===== src/design/flpd_pkg.sv =====
// Shared types and constants for the fixed-length packet deframer.
package flpd_pkg;

    localparam int BYTE_W        = 8;
    localparam int CFG_INDEX_W   = 3;
    localparam int CFG_DATA_W    = 32;
    localparam int PATTERN_BYTES = 4;
    localparam int MARKER_LEN_W  = 3;
    localparam int PKT_LEN_W     = 6;

    typedef enum logic [CFG_INDEX_W-1:0] {
        REG_START_PATTERN = 3'd0,
        REG_START_LENGTH  = 3'd1,
        REG_STOP_PATTERN  = 3'd2,
        REG_STOP_LENGTH   = 3'd3,
        REG_PACKET_LENGTH = 3'd4
    } cfg_index_t;

    localparam logic [MARKER_LEN_W-1:0] START_LENGTH_RESET  = 3'd1;
    localparam logic [MARKER_LEN_W-1:0] STOP_LENGTH_RESET   = 3'd1;
    localparam logic [PKT_LEN_W-1:0]    PACKET_LENGTH_RESET = 6'd32;

    typedef struct packed {
        logic [CFG_DATA_W-1:0]   start_pattern;
        logic [MARKER_LEN_W-1:0] start_length;
        logic [CFG_DATA_W-1:0]   stop_pattern;
        logic [MARKER_LEN_W-1:0] stop_length;
        logic [PKT_LEN_W-1:0]    packet_length;
    } cfg_t;

    typedef struct packed {
        logic hunt;
        logic take;
        logic src_feed;
        logic rd_issue;
        logic err_issue;
    } ctrl_cmd_t;

    typedef struct packed {
        logic hunt_match;
        logic frame_end;
        logic frame_good;
        logic feed_last;
        logic fetch_free;
        logic rd_last;
    } dp_status_t;

endpackage


===== src/design/fixed_length_packet_deframer_top.sv =====
// Top level of the fixed-length packet deframer: configuration registers and module wiring.
// While hunting or inside a packet, one received byte is taken per cycle.
// A start match stalls the input while the start marker is copied into the packet store.
// A good packet stalls the input while its bytes are read out, one beat per cycle unless
// the receiver stalls; a bad packet stalls it while a single error beat is issued. After the
// completing byte, the first result beat passes the state, fetch and output registers. Reset is
// asynchronous and active low; it returns to hunting and restores register defaults.
module fixed_length_packet_deframer_top import flpd_pkg::*;
#(
    parameter int MAX_PACKET = 32,
    parameter int MAX_MARKER = 4
)
(
    input  logic                   clk,
    input  logic                   rst_n,
    input  logic                   in_valid,
    output logic                   in_stall,
    input  logic [BYTE_W-1:0]      rx_byte,
    output logic                   out_valid,
    input  logic                   out_stall,
    output logic [BYTE_W-1:0]      out_byte,
    output logic                   last_byte,
    output logic                   frame_error,
    input  logic                   cfg_we,
    input  logic [CFG_INDEX_W-1:0] cfg_index,
    input  logic [CFG_DATA_W-1:0]  cfg_data
);

    cfg_t       cfg_reg;
    ctrl_cmd_t  cmd;
    dp_status_t status;

    always_ff @(posedge clk or negedge rst_n)
    begin
        if (!rst_n)
        begin
            cfg_reg.start_pattern <= '0;
            cfg_reg.start_length  <= START_LENGTH_RESET;
            cfg_reg.stop_pattern  <= '0;
            cfg_reg.stop_length   <= STOP_LENGTH_RESET;
            cfg_reg.packet_length <= PACKET_LENGTH_RESET;
        end
        else if (cfg_we)
        begin
            case (cfg_index_t'(cfg_index))
                REG_START_PATTERN: cfg_reg.start_pattern <= cfg_data;
                REG_START_LENGTH:  cfg_reg.start_length  <= cfg_data[MARKER_LEN_W-1:0];
                REG_STOP_PATTERN:  cfg_reg.stop_pattern  <= cfg_data;
                REG_STOP_LENGTH:   cfg_reg.stop_length   <= cfg_data[MARKER_LEN_W-1:0];
                REG_PACKET_LENGTH: cfg_reg.packet_length <= cfg_data[PKT_LEN_W-1:0];
                default:
                begin
                end
            endcase
        end
    end

    flpd_ctrl u_ctrl
    (
        .clk      (clk),
        .rst_n    (rst_n),
        .in_valid (in_valid),
        .in_stall (in_stall),
        .status   (status),
        .cmd      (cmd)
    );

    flpd_datapath
    #(
        .MAX_PACKET (MAX_PACKET),
        .MAX_MARKER (MAX_MARKER)
    )
    u_datapath
    (
        .clk         (clk),
        .rst_n       (rst_n),
        .cfg         (cfg_reg),
        .cmd         (cmd),
        .rx_byte     (rx_byte),
        .status      (status),
        .out_valid   (out_valid),
        .out_stall   (out_stall),
        .out_byte    (out_byte),
        .last_byte   (last_byte),
        .frame_error (frame_error)
    );

endmodule


===== src/design/flpd_datapath.sv =====
// Datapath: start and stop windows, packet store, burst read-out and output register.
module flpd_datapath import flpd_pkg::*;
#(
    parameter int MAX_PACKET = 32,
    parameter int MAX_MARKER = 4
)
(
    input  logic              clk,
    input  logic              rst_n,
    input  cfg_t              cfg,
    input  ctrl_cmd_t         cmd,
    input  logic [BYTE_W-1:0] rx_byte,
    output dp_status_t        status,
    output logic              out_valid,
    input  logic              out_stall,
    output logic [BYTE_W-1:0] out_byte,
    output logic              last_byte,
    output logic              frame_error
);

    localparam int AW    = $clog2(MAX_PACKET);
    localparam int PL_W  = $clog2(MAX_PACKET + 1);
    localparam int ML_W  = $clog2(MAX_MARKER + 1);
    localparam int CW    = (ML_W > MARKER_LEN_W) ? ML_W : MARKER_LEN_W;
    localparam int IW    = (MAX_MARKER > 1) ? $clog2(MAX_MARKER) : 1;
    localparam int FW    = (PL_W > PKT_LEN_W) ? PL_W : PKT_LEN_W;
    localparam int WIN_W = BYTE_W * MAX_MARKER;

    logic [WIN_W-1:0]  start_win_reg;
    logic [ML_W-1:0]   fill_reg;
    logic [WIN_W-1:0]  stop_win_reg;
    logic [PL_W-1:0]   held_reg;
    logic              early_reg;
    logic [IW-1:0]     feed_idx_reg;
    logic [AW-1:0]     rd_idx_reg;
    logic [BYTE_W-1:0] store_mem [MAX_PACKET];
    logic [BYTE_W-1:0] mem_rdata_reg;
    logic              fetch_valid_reg;
    logic              fetch_last_reg;
    logic              fetch_err_reg;
    logic              out_valid_reg;
    logic [BYTE_W-1:0] out_byte_reg;
    logic              out_last_reg;
    logic              out_err_reg;

    logic [CW-1:0]     sl;
    logic [CW-1:0]     tl;
    logic [CW-1:0]     lo;
    logic [FW-1:0]     len_full;
    logic [PL_W-1:0]   len;
    logic [WIN_W-1:0]  hunt_win_next;
    logic [ML_W-1:0]   fill_next;
    logic [IW-1:0]     feed_sel;
    logic [BYTE_W-1:0] take_byte;
    logic [WIN_W-1:0]  stop_win_next;
    logic [PL_W-1:0]   held_inc;
    logic              hunt_cmp;
    logic              stop_cmp;
    logic              stop_match;
    logic              fetch_move;

    logic [BYTE_W-1:0] win_b       [MAX_MARKER];
    logic [BYTE_W-1:0] hunt_b      [MAX_MARKER];
    logic [BYTE_W-1:0] stop_b      [MAX_MARKER];
    logic [BYTE_W-1:0] start_pat_b [MAX_MARKER];
    logic [BYTE_W-1:0] stop_pat_b  [MAX_MARKER];

    function automatic logic [CW-1:0] marker_len(input logic [MARKER_LEN_W-1:0] v);
        logic [CW-1:0] raw;
        raw = CW'(v);
        if (raw == '0)
        begin
            return CW'(1);
        end
        if (raw > CW'(MAX_MARKER))
        begin
            return CW'(MAX_MARKER);
        end
        return raw;
    endfunction

    assign sl = marker_len(cfg.start_length);
    assign tl = marker_len(cfg.stop_length);
    assign lo = (sl > tl) ? sl : tl;

    always_comb
    begin
        len_full = FW'(cfg.packet_length);
        if (len_full < FW'(lo))
        begin
            len_full = FW'(lo);
        end
        if (len_full > FW'(MAX_PACKET))
        begin
            len_full = FW'(MAX_PACKET);
        end
    end

    assign len = PL_W'(len_full);

    assign hunt_win_next = WIN_W'({start_win_reg, rx_byte});
    assign fill_next     = (fill_reg == ML_W'(MAX_MARKER)) ? fill_reg : fill_reg + ML_W'(1);
    assign feed_sel      = IW'(sl - CW'(1) - CW'(feed_idx_reg));
    assign take_byte     = cmd.src_feed ? win_b[feed_sel] : rx_byte;
    assign stop_win_next = WIN_W'({stop_win_reg, take_byte});
    assign held_inc      = held_reg + PL_W'(1);

    for (genvar g = 0; g < MAX_MARKER; g++)
    begin : g_bytes
        assign win_b[g]  = start_win_reg[BYTE_W*g +: BYTE_W];
        assign hunt_b[g] = hunt_win_next[BYTE_W*g +: BYTE_W];
        assign stop_b[g] = stop_win_next[BYTE_W*g +: BYTE_W];
        if (g < PATTERN_BYTES)
        begin : g_pat
            assign start_pat_b[g] = cfg.start_pattern[BYTE_W*g +: BYTE_W];
            assign stop_pat_b[g]  = cfg.stop_pattern[BYTE_W*g +: BYTE_W];
        end
        else
        begin : g_zero
            assign start_pat_b[g] = '0;
            assign stop_pat_b[g]  = '0;
        end
    end

    // Pattern byte j lines up with the window byte that arrived n-1-j beats ago.
    always_comb
    begin
        logic [CW-1:0] s_idx;
        logic [CW-1:0] t_idx;
        hunt_cmp = 1'b1;
        stop_cmp = 1'b1;
        for (int j = 0; j < MAX_MARKER; j++)
        begin
            s_idx = sl - CW'(1) - CW'(j);
            t_idx = tl - CW'(1) - CW'(j);
            if (CW'(j) < sl)
            begin
                if (hunt_b[s_idx[IW-1:0]] != start_pat_b[j])
                begin
                    hunt_cmp = 1'b0;
                end
            end
            if (CW'(j) < tl)
            begin
                if (stop_b[t_idx[IW-1:0]] != stop_pat_b[j])
                begin
                    stop_cmp = 1'b0;
                end
            end
        end
    end

    assign stop_match = (FW'(held_inc) >= FW'(tl)) && stop_cmp;
    assign fetch_move = fetch_valid_reg && (!out_valid_reg || !out_stall);

    assign status.hunt_match = (CW'(fill_next) >= sl) && hunt_cmp;
    assign status.frame_end  = (FW'(held_inc) >= len_full);
    assign status.frame_good = !early_reg && stop_match && (held_inc == len);
    assign status.feed_last  = (CW'(feed_idx_reg) == sl - CW'(1));
    assign status.fetch_free = !fetch_valid_reg || fetch_move;
    assign status.rd_last    = (PL_W'(rd_idx_reg) + PL_W'(1) == len);

    always_ff @(posedge clk or negedge rst_n)
    begin
        if (!rst_n)
        begin
            start_win_reg   <= '0;
            fill_reg        <= '0;
            stop_win_reg    <= '0;
            held_reg        <= '0;
            early_reg       <= 1'b0;
            feed_idx_reg    <= '0;
            rd_idx_reg      <= '0;
            fetch_valid_reg <= 1'b0;
            out_valid_reg   <= 1'b0;
        end
        else
        begin
            if (cmd.hunt)
            begin
                start_win_reg <= hunt_win_next;
                fill_reg      <= fill_next;
                if (status.hunt_match)
                begin
                    held_reg     <= '0;
                    stop_win_reg <= '0;
                    early_reg    <= 1'b0;
                    feed_idx_reg <= '0;
                end
            end
            if (cmd.take)
            begin
                if (status.frame_end)
                begin
                    start_win_reg <= '0;
                    fill_reg      <= '0;
                    stop_win_reg  <= '0;
                    held_reg      <= '0;
                    early_reg     <= 1'b0;
                    rd_idx_reg    <= '0;
                end
                else
                begin
                    held_reg     <= held_inc;
                    stop_win_reg <= stop_win_next;
                    if (stop_match)
                    begin
                        early_reg <= 1'b1;
                    end
                    if (cmd.src_feed)
                    begin
                        feed_idx_reg <= feed_idx_reg + IW'(1);
                    end
                end
            end
            if (cmd.rd_issue)
            begin
                rd_idx_reg <= rd_idx_reg + AW'(1);
            end
            if (cmd.rd_issue || cmd.err_issue)
            begin
                fetch_valid_reg <= 1'b1;
            end
            else if (fetch_move)
            begin
                fetch_valid_reg <= 1'b0;
            end
            if (fetch_move)
            begin
                out_valid_reg <= 1'b1;
            end
            else if (out_valid_reg && !out_stall)
            begin
                out_valid_reg <= 1'b0;
            end
        end
    end

    always_ff @(posedge clk)
    begin
        if (cmd.take)
        begin
            store_mem[held_reg[AW-1:0]] <= take_byte;
        end
        if (cmd.rd_issue)
        begin
            mem_rdata_reg <= store_mem[rd_idx_reg];
        end
    end

    always_ff @(posedge clk)
    begin
        if (cmd.rd_issue || cmd.err_issue)
        begin
            fetch_last_reg <= cmd.err_issue || status.rd_last;
            fetch_err_reg  <= cmd.err_issue;
        end
        if (fetch_move)
        begin
            out_byte_reg <= fetch_err_reg ? '0 : mem_rdata_reg;
            out_last_reg <= fetch_last_reg;
            out_err_reg  <= fetch_err_reg;
        end
    end

    assign out_valid   = out_valid_reg;
    assign out_byte    = out_byte_reg;
    assign last_byte   = out_last_reg;
    assign frame_error = out_err_reg;

`ifndef SYNTHESIS
    a_held_range: assert property (@(posedge clk) disable iff (!rst_n)
        held_reg < PL_W'(MAX_PACKET))
        else $error("Packet byte count has reached the store depth.");

    a_no_overwrite: assert property (@(posedge clk) disable iff (!rst_n)
        (fetch_valid_reg && !fetch_move) |-> !(cmd.rd_issue || cmd.err_issue))
        else $error("A read-out beat was issued over a held fetch beat.");

    a_end_clears: assert property (@(posedge clk) disable iff (!rst_n)
        (cmd.take && status.frame_end) |=> (held_reg == '0 && !early_reg))
        else $error("Packet state was not cleared at the end of a packet.");
`endif

endmodule


===== src/design/flpd_ctrl.sv =====
// Controller: sequences hunting, start-byte replay, packet read-out and error beats.
module flpd_ctrl import flpd_pkg::*;
(
    input  logic       clk,
    input  logic       rst_n,
    input  logic       in_valid,
    output logic       in_stall,
    input  dp_status_t status,
    output ctrl_cmd_t  cmd
);

    typedef enum logic [1:0] {
        S_IDLE,
        S_FEED,
        S_EMIT,
        S_ERROR
    } state_t;

    state_t state_reg;
    logic   in_packet_reg;
    logic   in_accept;

    assign in_stall  = (state_reg != S_IDLE);
    assign in_accept = in_valid && !in_stall;

    always_comb
    begin
        cmd = '0;
        case (state_reg)
            S_IDLE:
            begin
                if (in_accept)
                begin
                    cmd.take = in_packet_reg;
                    cmd.hunt = !in_packet_reg;
                end
            end
            S_FEED:
            begin
                cmd.take     = 1'b1;
                cmd.src_feed = 1'b1;
            end
            S_EMIT:
            begin
                cmd.rd_issue = status.fetch_free;
            end
            S_ERROR:
            begin
                cmd.err_issue = status.fetch_free;
            end
            default:
            begin
                cmd = '0;
            end
        endcase
    end

    always_ff @(posedge clk or negedge rst_n)
    begin
        if (!rst_n)
        begin
            state_reg     <= S_IDLE;
            in_packet_reg <= 1'b0;
        end
        else
        begin
            case (state_reg)
                S_IDLE:
                begin
                    if (cmd.take && status.frame_end)
                    begin
                        in_packet_reg <= 1'b0;
                        state_reg     <= status.frame_good ? S_EMIT : S_ERROR;
                    end
                    else if (cmd.hunt && status.hunt_match)
                    begin
                        in_packet_reg <= 1'b1;
                        state_reg     <= S_FEED;
                    end
                end
                S_FEED:
                begin
                    if (status.frame_end)
                    begin
                        in_packet_reg <= 1'b0;
                        state_reg     <= status.frame_good ? S_EMIT : S_ERROR;
                    end
                    else if (status.feed_last)
                    begin
                        state_reg <= S_IDLE;
                    end
                end
                S_EMIT:
                begin
                    if (status.fetch_free && status.rd_last)
                    begin
                        state_reg <= S_IDLE;
                    end
                end
                S_ERROR:
                begin
                    if (status.fetch_free)
                    begin
                        state_reg <= S_IDLE;
                    end
                end
                default:
                begin
                    state_reg <= S_IDLE;
                end
            endcase
        end
    end

`ifndef SYNTHESIS
    a_feed_in_packet: assert property (@(posedge clk) disable iff (!rst_n)
        (state_reg == S_FEED) |-> in_packet_reg)
        else $error("Start bytes are being replayed outside a packet.");

    a_issue_free: assert property (@(posedge clk) disable iff (!rst_n)
        (cmd.rd_issue || cmd.err_issue) |-> status.fetch_free)
        else $error("A result beat was issued while the fetch stage was occupied.");

    a_good_to_emit: assert property (@(posedge clk) disable iff (!rst_n)
        (cmd.take && status.frame_end && status.frame_good) |=> (state_reg == S_EMIT))
        else $error("A good packet did not start its read-out.");
`endif

endmodule

===== config.mk =====
export PLATFORM = sky130hd
export DESIGN_NAME = fixed_length_packet_deframer_top
export DESIGN_NICKNAME = d
export VERILOG_FILES = /design/src/design/flpd_pkg.sv /design/src/design/fixed_length_packet_deframer_top.sv /design/src/design/flpd_datapath.sv /design/src/design/flpd_ctrl.sv
export SDC_FILE = /design/constraint.sdc
export NUM_CORES = 1
export LEC_CHECK = 0
export BUFFER_PORTS_ARGS = -buffer_cell sky130_fd_sc_hd__buf_2
export CORE_ASPECT_RATIO = 1.5
export CORE_UTILIZATION = 62
export CTS_BUF_LIST = sky130_fd_sc_hd__clkbuf_16
export DETAILED_ROUTE_END_ITERATION = 6
export PLACE_DENSITY = 0.8
export SYNTH_ARGS = -nofsm -noshare
export SYNTH_HDL_FRONTEND = slang
export SYNTH_SLANG_ARGS = --single-unit
export TNS_END_PERCENT = 10

===== constraint.sdc =====
create_clock -name clk -period 6.7 [get_ports clk]
set_clock_uncertainty 0.05 [all_clocks]
set_input_delay 1.34 -clock clk [delete_from_list [all_inputs] [get_ports clk]]
set_output_delay 1.34 -clock clk [all_outputs]
set_load 0.05 [all_outputs]

After elaboration in Yosys (flattened, before gate mapping)
Memories as Yosys holds them, arrays and structs flattened. A register that Yosys moved wholly into a read port is not among the register bits.
Index checks and enable logic that the tools add are counted.
{ "op_classes": {"n_eq_ne": 24, "n_bitwise": 9, "n_addsub": 14, "n_reduce_logical": 41, "muxes": 113, "magnitude_cmp": 25} }
{ "ops": {"columns": ["op", "count"], "rows": [
  ["8-bit two-way mux", 19],
  ["8-bit binary-select mux with 2-bit select", 9],
  ["24-bit two-way mux", 4],
  ["32-bit two-way mux", 3],
  ["8-bit != test", 8],
  ["1-bit two-way mux", 41],
  ["3-bit two-way mux", 13],
  ["6-bit two-way mux", 6],
  ["3-bit >= comparator (second input constant)", 9],
  ["2-bit inverter with 3-bit output", 9],
  ["2-bit two-way mux", 12],
  ["2-bit nonzero test", 8],
  ["5-bit two-way mux", 3],
  ["2-bit AND reduction", 7],
  ["6-bit equality test", 2],
  ["1-bit by 3-bit < comparator with 1-bit output (first input constant)", 4],
  ["2-bit by 3-bit < comparator with 1-bit output (first input constant)", 4],
  ["1-bit logical AND", 10],
  ["3-bit zero test", 3],
  ["2-bit case mux with 4 select lines", 1],
  ["2-bit subtractor (second input constant)", 4],
  ["5-bit by 1-bit adder with 6-bit output (second input constant)", 1],
  ["6-bit by 1-bit adder with 6-bit output (second input constant)", 1],
  ["3-bit by 2-bit equality test with 1-bit output (second input constant)", 2],
  ["other kinds (27)", 43]
]} }
{ "totals": {"mem_count": 1, "wordCells": 248, "in_bits": 48, "ff_bits": 166, "ram_bits": 256, "output_inout_bits": 12} }
{ "memory_table": {"columns": ["memory", "words", "width", "read_ports", "rd_clocked_by_memory_dff", "write_ports", "line_no", "text"], "rows": [
  ["u_datapath.store_mem", 32, 8, 1, 1, 1, "flpd_datapath.sv:36", "logic [BYTE_W-1:0] store_mem [MAX_PACKET];"]
]} }

Logic depth before layout (Yosys ltp)
{ "depth": {"depth_word": 30, "mapped_depth": 30, "mapped_depth_nobuf": 25} }

By module
From an unflattened synthesis, not the netlist that was laid out.
{ "unflattened": {"hier_cells": 1549, "hier_area_um2": 21316.7} }
{ "by_module_without_submodules": {"columns": ["mod", "cells_per_inst", "area_each_um2", "seq_area_each_um2", "instances"], "rows": [
  ["flpd_datapath", 1353, 18162.4, 10164.7, 1],
  ["fixed_length_packet_deframer_top", 165, 2904.0, 1905.6, 1],
  ["flpd_ctrl", 31, 250.2, 75.1, 1]
]} }

Least setup slack after synthesis
Ideal clock, no wire load.
{ "synth_timing": {"path_type": "flip-flop to flip-flop", "start": "register cfg_reg[7] (netlist bit)", "end": "register u_datapath.stop_win_reg[0]", "required_time_ns": 6.567, "path_buffers": 5, "setup_slack_ns": 0.745, "arrival_ns": 5.822, "path_stages_with_launch": 31, "path_cell_list": "dfrtp_1 > clkbuf_1 > nor2b_1 > or2_2 > buf_6 > inv_1 > buf_2 > buf_2 > ha_1 > nor2b_1 > o21a_1 > or2_2 > o21a_1 > ha_1 > or4_1 > nor3_1 > o21ai_0 > nand2_1 > mux2i_1 > or2_2 > ha_1 > nor2b_1 > o21a_1 > o21a_1 > o21a_1 > o21ai_0 > nand2_1 > nand2_1 > nand2_1 > clkbuf_1 > o22ai_1"} }
{ "synth_between": {"elab_chain_len": 14, "elab_cells_between_ends": 17, "cone_classes": "5 x order compare; 11 x mux; 1 x reduce/logical"} }
{ "synth_lines": {"columns": ["item", "line_no", "text"], "rows": [
  ["from (decl)", "fixed_length_packet_deframer_top.sv:29", "cfg_t cfg_reg;"],
  ["3-bit > comparator", "flpd_datapath.sv:75", "if (raw > CW'(MAX_MARKER))"],
  ["1-bit two-way mux (2 in a row)", "flpd_datapath.sv:75", null],
  ["3-bit two-way mux", "flpd_datapath.sv:79", "return raw;"],
  ["3-bit two-way mux (*)", "flpd_datapath.sv:75", null],
  ["3-bit > comparator", "flpd_datapath.sv:84", "assign lo = (sl > tl) ? sl : tl;"],
  ["3-bit two-way mux (*)", "flpd_datapath.sv:84", null],
  ["6-bit by 3-bit < comparator with 1-bit output", "flpd_datapath.sv:89", "if (len_full < FW'(lo))"],
  ["6-bit two-way mux (*)", "flpd_datapath.sv:89", null],
  ["6-bit > comparator", "flpd_datapath.sv:93", "if (len_full > FW'(MAX_PACKET))"],
  ["6-bit two-way mux (*)", "flpd_datapath.sv:93", null],
  ["6-bit >= comparator (*)", "flpd_datapath.sv:157", "assign status.frame_end = (FW'(held_inc) >= len_full);"],
  ["24-bit two-way mux (*)", "flpd_datapath.sv:193", "if (status.frame_end)"],
  ["24-bit two-way mux (*)", "flpd_datapath.sv:191", "if (cmd.take)"],
  ["to (signal assigned)", "flpd_datapath.sv:205", "stop_win_reg <= stop_win_next;"],
  ["to (decl)", "flpd_datapath.sv:31", "logic [WIN_W-1:0] stop_win_reg;"]
]} }
Mark *: on every way between the ends. The rest lies on a longest branch, timed or not. The select of a mux whose other input is x is not followed.
A chain may end at the register's enable or synchronous reset.

Worst setup path in the final report
{ "layout_timing": {"start": "register cfg_reg[7] (netlist bit)", "end": "register u_datapath.stop_win_reg[13]"} }
The elaborated chain is that of the path after synthesis.

==> flow_summary_export.csv <==
group,metric,value,unit
outcome,outcome,"finished, final reports clean",
finish,design.final.nets,1440,
die,placeableCoreArea,31900,um2
drt,postRouteWirelength,46100,um
place,dp_worst_setup_slack,176,ps
global_routing,globalRouteOverflowTotal,0,
global_routing,global_route.usage.total,0.292,
die,chip_height,223,um
finish,largest_register_ff_count,256,
synthesis,ys_dominant_reg_cell,"edfxtp_1",
clock_network,tritoncts,"yes",
clock_network,cts_max_level,2,
drt,drt_pre_antenna_iters,5,
critical_path,worst_setup_path_end_kind,"flip-flop",
global_routing,number_of_global_route_vias_before_repair,12209,
critical_path,critical_path.startpoint_type,"flip-flop",
critical_path,reg2reg_setup_slack,620,ps
finish,final_instance_area,22200,um2
clock_network,cts.root.buffer_cell,"clkbuf_16",
sta,period_needed,6080,ps
synthesis,ys_seq_elements,430,
sta,final-setup-viol-count,0,
die,starting_utilization_of_the_core_area,0.631,
critical_path,worst_ep_required_time,7100,ps
finish,finalCoreUtilization,0.694,
place,placement.cell_area,20800,um2
global_routing,antenna_found_initial,0,
synthesis,netlist_area,20100,um2
finish,final_layout_size_suffix_gt1_frac,0.276,
sta,worstMarginPinSlew,1260,ps
finish,layout_common_cells,"276 x edfxtp_1, 148 x dfrtp_1, 135 x mux4_2",
synthesis,synth_edf_count,276,
critical_path,crit_type,"reg -> reg",
sta,worst_slack,624,ps
clock_network,tritoncts.num_buffers,40,
sta,timing.max_slew.rel_slack,0.160,
drt,drc_errors,0,
sta,timing.final.crit_share,0.907,
drt,wire_per_inst,25.5,um
drt,ant_nets,0,
synthesis,synthesis.area_per_instance,15.3,um2
critical_path,r2r_start,"cfg_reg[7]",
global_routing,grt_pass1_wl,71200,um
drt,detail_route.iter0.violations,1005,
job,cap_violations,0,
place,dp_cells,1733,
clock_network,clk_transition_reported_paths,60,ps
pwr,power.ir.vdd_worst,0.336,mV
pwr,p_leak,7.99,nW
synthesis,syn-instance-count,1314,
drt,post_drt_via_cell_ratio,6.53,
clock_network,clock_latency,550,ps
die,fp-row-count,80,
sta,timing_max_transition_violations_final,0,
die,die_area,33200,um2
place,dpl_hpwl,30700,um
finish,fill_cells,2074,
critical_path,arrival,6470,ps
sta,unrepaired_setup_endpoints_after_global_routing,"false",
pwr,areal_power_density_over_the_cells,376,nW/um2
finish,post_layout_nonfiller_instances,1806,
min_path,worst_hold_path_type,"reg -> reg",
finish,synthToLayoutAreaGrowth,10.1,%
synthesis,asyncSetResetFlopFracSynth,0.358,
critical_path,reg2regPathDepth,24,
die,x_dimension_of_the_die,149,um
synthesis,ys_warn_count,0,
place,finalWeightedCongestion,0.894,
critical_path,timing.critical_path.from,"cfg_reg[7]",
sta,summed_negative_setup_slack_over_all_endpoints,0,ps
synthesis,postSynthNetCount,1389,
critical_path,worstPathMaxFanout,21,
min_path,timing.hold.worst.start,"u_datapath.fetch_last_reg",
min_path,hold_depth,0,
global_routing,grt_start_max_net_pins,81,
clock_network,clkSinkCount,430,
clock_network,ctsLongestPathBuffers,3,
synthesis,synth_sequential_area_ratio,0.603,
place,io_buffers,59,
die,io-pin-count,60,
finish,mostFrequentLayoutCell,"edfxtp_1",
synthesis,number_of_distinct_library_cell_variants_in_the_gate_level_netlist_after_synthesis,61,
sta,fmaxAchievable,0.165,GHz
drt,routed-via-count,11802,
sta,final_hold_violation_count,0,
finish,n_antenna_cell,0,
cell type report:
type                            count  area [um2]  area share
Sequential cell                   430       12200       0.548
Multi-Input combinational cell    766        7550       0.341
Clock buffer                       40        1000      0.0452
Tap cell                          410         513      0.0231
Timing Repair Buffer               74         414      0.0187
Clock inverter                     33         328      0.0148
Inverter                           53         199     0.00898
per-layer routing:
metal | track usage | vias to the layer above | share of wire
met5 | 0 | - | 0
met4 | 0.162 | 0 | 0.062
met3 | 0.0390 | 150 | 0.047
met2 | 0.509 | 474 | 0.53
met1 | 0.348 | 6057 | 0.36
li1 | - | 5121 | -
per-stage QoR:
step / power, W / hold slack, ps
CTS: 0.00836 / 401
global route: 0.00866 / 424
finish: 0.00832 / 389
detailed placement: 0.00604 / 386
floorplan: 0.00538 / 350
global placement: 0.00596 / 375
synth_stat cells, types with 3 or more instances:
master       n  area share
a21o_1       4      0.0015
a21oi_1     50       0.012
a31oi_1      6      0.0019
buf_1        8      0.0015
buf_2        9      0.0022
clkbuf_1    45      0.0084
dfrtp_1    151        0.19
dfstp_2      3      0.0039
edfxtp_1   276        0.41
ha_1        27       0.017
inv_1       51      0.0095
mux2_2      83       0.046
mux2_4       3      0.0022
mux2i_1      8      0.0040
mux4_1       7      0.0091
mux4_2     135        0.15
nand2_1    120       0.022
nand2b_1     4      0.0012
nand3_1     17      0.0042
nand4_1     13      0.0040
nor2_1      58       0.011
nor2b_1     12      0.0037
nor3_1       9      0.0022
nor4_1       3     0.00093
o2111ai_1    6      0.0026
o21a_1      10      0.0037
o21ai_0     41       0.010
o22ai_1     19      0.0059
o31ai_1      5      0.0019
or2_2       10      0.0031
or3_1        3     0.00093
xnor2_1     70       0.030
xor2_1      12      0.0052
path summary, 6_finish.rpt:
check,to
max in group asynchronous,cfg_reg[7]
hold / removal,u_datapath.last_byte
setup / recovery,u_datapath.stop_win_reg[13]
setup reg to reg,u_datapath.stop_win_reg[13]
hold reg to reg,u_datapath.last_byte
min in group asynchronous,u_datapath.start_win_reg[12]
worst max-delay path: stages, from the launching register on:
cell     delay, ps
dfrtp_2        560
nor2b_1        210
inv_1          110
ha_1           310
nor2b_1        180
o21a_1         190
or2_2          290
o21a_1         200
ha_1           170
or4_1          520
nor3_1         210
o21ai_0        230
nand2_1        130
mux2i_1        100
or2_2          280
ha_1           280
nor2b_1        140
o21a_1         160
o21a_1         170
o21a_1         170
o21ai_1        280
nand2_1        160
nand2_1        210
nand2_2        340
o22ai_1        330
cell families (layout without fill, tap and decap cells):
kind of cell | after synthesis | after routing | synth area share
multiplexers | 237 | 237 | 0.214
adder cells (fa/ha/maj) | 27 | 27 | 0.0168
XOR/XNOR | 83 | 83 | 0.0369
AND/OR/NAND/NOR | 263 | 263 | 0.0594
AO/OA/AOI/OAI | 156 | 156 | 0.0462
buffers and inverters | 118 | 200 | 0.0235
flip-flops | 430 | 430 | 0.603
power by group:
group	switching (W)	leakage (nW)	internal, W
Clock	0.000989	0.665	0.00133
Sequential	0.000378	4.29	0.00312
Combinational	0.00122	3.04	0.00129
Total	0.00259	7.99	0.00574
repair_timing:
action,4_1_cts,5_1_grt
setup buffers,0,0
resized for setup,0,3
setup endpoints to repair,0,28
hold buffers,0,0
No activity file was read; power rests on OpenSTA's default activity.
